## src/ttt_pkg.sv

```systemverilog
// Shared types and constants for the trapezoid travel time core.
package ttt_pkg;

    localparam int unsigned SPEED_BITS  = 20;
    localparam int unsigned ACCEL_BITS  = 24;
    localparam int unsigned RESULT_BITS = 32;
    localparam int unsigned CELL_COUNT  = 32;
    localparam int unsigned ROOT_BITS   = 31;
    localparam int unsigned RAD_BITS    = 62;
    localparam int unsigned PROD_BITS   = 56;
    localparam int unsigned CFG_IDX_BITS  = 2;
    localparam int unsigned CFG_DATA_BITS = 32;

    localparam logic [CFG_IDX_BITS-1:0] REG_MAX_SPEED    = 2'd0;
    localparam logic [CFG_IDX_BITS-1:0] REG_ACCELERATION = 2'd1;

    localparam logic [9:0]  MS_PER_S  = 10'd1000;
    localparam logic [21:0] TRI_SCALE = 22'd4000000;

    typedef struct packed {
        logic                   zero;
        logic                   is_tri;
        logic                   satq;
        logic [SPEED_BITS-1:0]  rem_a;
        logic [31:0]            num_a;
        logic [31:0]            quo_a;
        logic [ACCEL_BITS-1:0]  rem_b;
        logic [31:0]            num_b;
        logic [31:0]            quo_b;
        logic [RAD_BITS-1:0]    x;
        logic [RAD_BITS-1:0]    s;
        logic [PROD_BITS-1:0]   t;
        logic [ROOT_BITS-1:0]   root;
    } cell_t;

endpackage

```

## src/ttt_cell.sv

```systemverilog
// One step cell: a quotient bit of both dividers and, for bit positions below ROOT_BITS, a bit of the root.
module ttt_cell
    import ttt_pkg::*;
#(
    parameter int unsigned BIT_POS = 0
)(
    input  logic                  clk,
    input  logic                  en,
    input  logic [SPEED_BITS-1:0] speed,
    input  logic [ACCEL_BITS-1:0] accel,
    input  cell_t                 cell_in,
    output cell_t                 cell_out
);

    localparam int unsigned CW = 88;

    cell_t                  cell_next;
    cell_t                  cell_reg;
    logic [SPEED_BITS:0]    ta;
    logic [SPEED_BITS:0]    da;
    logic                   ga;
    logic [ACCEL_BITS:0]    tb;
    logic [ACCEL_BITS:0]    db;
    logic                   gb;
    logic [RAD_BITS-1:0]    s_new;
    logic [PROD_BITS-1:0]   t_new;
    logic [ROOT_BITS-1:0]   root_new;

    assign ta = {cell_in.rem_a, cell_in.num_a[BIT_POS]};
    assign da = ta - {1'b0, speed};
    assign ga = (ta >= {1'b0, speed});
    assign tb = {cell_in.rem_b, cell_in.num_b[BIT_POS]};
    assign db = tb - {1'b0, accel};
    assign gb = (tb >= {1'b0, accel});

    generate
        if (BIT_POS < ROOT_BITS) begin : g_root
            logic [CW-1:0] cand;
            logic          sq_take;
            always_comb
            begin
                cand = CW'(cell_in.s) + (CW'(cell_in.t) << (BIT_POS + 1))
                     + (CW'(accel) << (2 * BIT_POS));
                sq_take  = (cand <= CW'(cell_in.x));
                s_new    = sq_take ? cand[RAD_BITS-1:0] : cell_in.s;
                t_new    = sq_take ? (cell_in.t + (PROD_BITS'(accel) << BIT_POS)) : cell_in.t;
                root_new = cell_in.root;
                root_new[BIT_POS] = sq_take;
            end
        end else begin : g_noroot
            assign s_new    = cell_in.s;
            assign t_new    = cell_in.t;
            assign root_new = cell_in.root;
        end
    endgenerate

    always_comb
    begin
        cell_next = cell_in;
        cell_next.rem_a = ga ? da[SPEED_BITS-1:0] : ta[SPEED_BITS-1:0];
        cell_next.quo_a[BIT_POS] = ga;
        cell_next.rem_b = gb ? db[ACCEL_BITS-1:0] : tb[ACCEL_BITS-1:0];
        cell_next.quo_b[BIT_POS] = gb;
        cell_next.s    = s_new;
        cell_next.t    = t_new;
        cell_next.root = root_new;
    end

    always_ff @(posedge clk)
    begin
        if (en)
        begin
            cell_reg <= cell_next;
        end
    end

    assign cell_out = cell_reg;

endmodule

```

## config.mk

```make
export PLATFORM = sky130hd
export DESIGN_NAME = ttt_cell
export DESIGN_NICKNAME = d
export VERILOG_FILES = /design/src/ttt_pkg.sv /design/src/ttt_cell.sv
export SDC_FILE = /design/constraint.sdc
export NUM_CORES = 1
export LEC_CHECK = 0
export ABC_AREA = 1
export BUFFER_PORTS_ARGS = -buffer_cell sky130_fd_sc_hd__buf_4
export CAP_MARGIN = 20
export CORE_AREA = 2 2 315 317
export CTS_CLUSTER_SIZE = 28
export DETAILED_ROUTE_END_ITERATION = 10
export DIE_AREA = 0 0 317 319
export MAX_ROUTING_LAYER = met4
export PLACE_DENSITY = 0.57
export SLEW_MARGIN = 10
export SYNTH_ARGS = -nofsm -noshare
export SYNTH_HDL_FRONTEND = slang
export SYNTH_SLANG_ARGS = --single-unit
```

## constraint.sdc

```tcl
create_clock -name clk -period 5 [get_ports clk]
set_input_delay 0.75 -clock clk [delete_from_list [all_inputs] [get_ports clk]]
set_output_delay 0.75 -clock clk [all_outputs]
set_load 0.005 [all_outputs]
```

==> tab_implementation.tex <==
\begin{tabular}{lr}
\hline
Metric & Value \\
\hline
\multicolumn{2}{l}{\textbf{Drt}} \\
\quad DR pass1 iterations & 5 \\
\quad Final routed DRC violation total & 0 \\
\quad Via Count & 25000 \\
\quad Average detailed-routed wire length per instance & 21.7 µm \\
\quad Vias per Instance & 4.62 \\
\quad Iteration-0 DRC count of the detailed router & 1615 \\
\quad Remaining antenna violation count after routing & 0 \\
\quad DRT Wirelength & 117 mm \\
\multicolumn{2}{l}{\textbf{Yosys}} \\
\quad Netlist area before placement & 25300 µm² \\
\quad Yosys reg bits & 386 \\
\quad Top\_reg\_cell synth & sky130\_fd\_sc\_hd\_\_edfxtp\_1 \\
\quad Area contributors post-synth & sky130\_fd\_sc\_hd\_\_edfxtp\_1, sky130\_fd\_sc\_hd\_\_ha\_1, sky130\_fd\_sc\_hd\_\_nand2\_1 \\
\quad Proportion of register bits with asynchronous set or reset after synthesis & 0\% \\
\quad Sequential fraction of the synthesis area & 45.9\% \\
\quad Mapped Nets & 3507 \\
\quad Post-Syn Instances & 2827 \\
\quad Syn\_area\_per\_cell & 8.94 µm² \\
\quad Number of distinct library cells after synthesis & 47 \\
\quad EDFF count, synth & 386 \\
\quad Cell type with the highest aggregate area in the netlist & sky130\_fd\_sc\_hd\_\_edfxtp\_1 \\
\quad Yosys top cell area share & 45.9\% \\
\quad Number of synthesis warnings & 0 \\
\multicolumn{2}{l}{\textbf{Hold path}} \\
\quad Source of the worst hold timing path & cell\_in[352] \\
\quad Worst min-delay path category & in -> reg \\
\quad Cell count of the worst hold path & 1 \\
\quad Endpoint with the worst hold slack & cell\_out[352]\$\_DFFE\_PP\_ \\
\multicolumn{2}{l}{\textbf{STA}} \\
\quad Total count of max-transition violations in the final report & 0 \\
\quad Achievable frequency & 0.207 GHz \\
\quad Count of final hold-check violations & 0 \\
\quad Final worst-path cycle share & 96.8\% \\
\quad Post-layout min period & 4.84 ns \\
\quad Slew at the pin closest to its max-slew limit & 0.839 ns \\
\quad Relative slew slack & 44.0\% \\
\quad Final setup violation count & 0 \\
\multicolumn{2}{l}{\textbf{Place}} \\
\quad Input/output buffers & 814 \\
\quad RD Place Congestion & 0.968 \\
\quad Dpl cell area & 36000 µm² \\
\quad Inst Count DP & 5295 \\
\quad Post-detail-place hpwl & 98.2 mm \\
\multicolumn{2}{l}{\textbf{Global route}} \\
\quad Met2 GRT Util & 39.2\% \\
\quad Overall global routing resource usage & 22.7\% \\
\quad Remaining Overflow, GRT & 0 \\
\quad Most utilized layer in the global route result & met2 \\
\quad Wire length of the first global-routing pass & 164 mm \\
\quad Met3 capacity usage during global routing & 3.98\% \\
\quad Number of global-route vias before repair & 24900 \\
\quad Antenna violations before repair & 10 \\
\quad Maximum number of pins on one net before global-route repair & 90 \\
\quad Met1 usage & 26.8\% \\
\multicolumn{2}{l}{\textbf{Layout}} \\
\quad Share of final-layout standard cells stronger than drive strength 1 & 34.9\% \\
\quad Syn-to-layout area delta & 52.3\% \\
\quad Number of cells in the finished layout apart from fillers & 5412 \\
\quad Post-route design area & 38500 µm² \\
\quad Number of flip-flops under the largest register name & 386 \\
\quad Post-layout nets & 4756 \\
\multicolumn{2}{l}{\textbf{Floorplanning}} \\
\quad Number of I/O pins & 818 \\
\quad Total core area & 97700 µm² \\
\quad Initial cell density of the core & 25.9\% \\
\quad Die Outline Area & 101000 µm² \\
\quad Row cnt & 115 \\
\quad Chip Height & 319 µm \\
\quad Width of the die & 317 µm \\
\multicolumn{2}{l}{\textbf{Clock tree}} \\
\quad Count of H-tree levels built during CTS & 2 \\
\quad Clock sinks & 386 \\
\quad TritonCTS clock tree & built \\
\quad Hold Buf Count CTS & 0 \\
\quad Maximum clock insertion buffer count & 3 \\
\quad Number of buffers inserted during clock tree synthesis & 49 \\
\quad Clock slew seen by the registers of the worst setup and hold paths & 0.07 ns \\
\quad Clock root buffer & sky130\_fd\_sc\_hd\_\_clkbuf\_16 \\
\multicolumn{2}{l}{\textbf{Worst setup path}} \\
\quad Cell seen most often among critical-path stages & sky130\_fd\_sc\_hd\_\_buf\_4 \\
\quad Classification of the worst setup path & in -> reg \\
\quad Count of cell instances traversed by the critical path & 31 \\
\quad Kind of cell adding the most delay to the critical path & simple AND/OR/NAND/NOR gates \\
\quad Type of destination of the critical path & flop \\
\quad Required time reported for the critical path endpoint & 5.39 ns \\
\quad Slowest stage cell, crit path & sky130\_fd\_sc\_hd\_\_fa\_1 \\
\quad Critical-path maximum fanout & 6 \\
\quad Critical path arrival & 5.23 ns \\
\quad Stage delay of the slowest cell on the critical path & 0.53 ns \\
\quad Worst Path Buf+Inv & 9 \\
\quad Kind of start point of the critical path & input port \\
\multicolumn{2}{l}{\textbf{Outcome}} \\
\quad Status & complete, no violations \\
\multicolumn{2}{l}{\textbf{Pwr}} \\
\quad Largest vdd supply drop & 0.245 mV \\
\quad Power density cells & 330 nW/µm² \\
\quad Static leakage power & 0.0182 µW \\
\multicolumn{2}{l}{\textbf{Flow run}} \\
\quad \# Max-Cap Violations & 0 \\
\hline
\end{tabular}
[cell families after synthesis]
family                   synth area share, %
adder cells (fa/ha/maj)                 13.1
AO/OA/AOI/OAI                           9.14
AND/OR/NAND/NOR                         20.4
XOR/XNOR                                4.82
flip-flops                              45.9
buffers and inverters                   6.73
[layout by cell type (no fill, tap or decap), drive strengths merged, types with 11 or more instances in the layout]
cell type,Yosys,layout
buf,39,1238
nand2,698,699
edfxtp,386,386
inv,361,364
nor2,238,238
ha,221,221
a21oi,185,185
nand3,185,185
o21ai,140,140
xor2,89,89
clkbuf,7,64
xnor2,50,50
nand4,42,42
nor3,34,34
fa,27,27
nor4,23,23
clkinv,2,23
a31oi,18,18
a21o,15,15
o21bai,12,12
a21boi,11,11
[Yosys cell counts, types with 34 or more instances]
| cell | number |
|---|---|
| sky130_fd_sc_hd__xor2_1 | 89 |
| sky130_fd_sc_hd__nand4_1 | 42 |
| sky130_fd_sc_hd__nand3_1 | 173 |
| sky130_fd_sc_hd__a21oi_1 | 184 |
| sky130_fd_sc_hd__edfxtp_1 | 386 |
| sky130_fd_sc_hd__o21ai_0 | 134 |
| sky130_fd_sc_hd__ha_1 | 221 |
| sky130_fd_sc_hd__nor2_1 | 233 |
| sky130_fd_sc_hd__nor3_1 | 34 |
| sky130_fd_sc_hd__nand2_1 | 696 |
| sky130_fd_sc_hd__xnor2_1 | 50 |
| sky130_fd_sc_hd__inv_1 | 354 |
[final cells by class]
class,instances,area [µm²]
Clock buffer,59,1260
Antenna cell,10,25.0
Fill cell,9939,59200
Clock inverter,31,347
Timing Repair Buffer,1243,9690
Multi-Input combinational cell,2033,12600
Sequential cell,386,11600
Inverter,363,1360
Tap cell,1287,1610
[repair_timing]
action | CTS | global route
cloned | 1 | 9
buffers inserted | 0 | 7
pin swaps | 1 | 22
setup endpoints to repair | 119 | 119
resized for setup | 18 | 108
[how the worst max path moves through the flow]
stage	start	end	slack, ns
floorplan	accel[1]	cell_out[69]$_DFFE_PP_	0.25
finish	cell_in[88]	cell_out[147]$_DFFE_PP_	0.16
global route	accel[21]	cell_out[144]$_DFFE_PP_	-0.04
detailed placement	accel[1]	cell_out[89]$_DFFE_PP_	-0.89
global placement	accel[1]	cell_out[87]$_DFFE_PP_	-0.82
CTS	accel[8]	cell_out[48]$_DFFE_PP_	0.006
[metrics by stage]
stage                     worst slack [ns]  utilization [%]  setup TNS [ns]  hold slack, ns  total power (µW)
final                                0.160             39.4               0           0.290             12700
after CTS                          0.00557             38.6               0           0.238             12600
after global routing               -0.0377             39.4          -0.705           0.244             13400
after detailed placement            -0.894             36.8         -102.08           0.929              8860
after global placement              -0.818             36.8          -93.65           0.928              8830
after floorplan                      0.250                -               0           0.849              6130
[report_power, final]
group	internal, µW	switching [µW]
sequential	4070	125
combinational	2290	2590
clock	2080	1560
[metal layers]
layer / part of all wire, % / wire length, µm
met5: 0 / 0
met4: 3.2 / 3770
met3: 5.9 / 6940
met2: 50 / 58800
met1: 41 / 47900
Power figures use the tool's default switching activity.
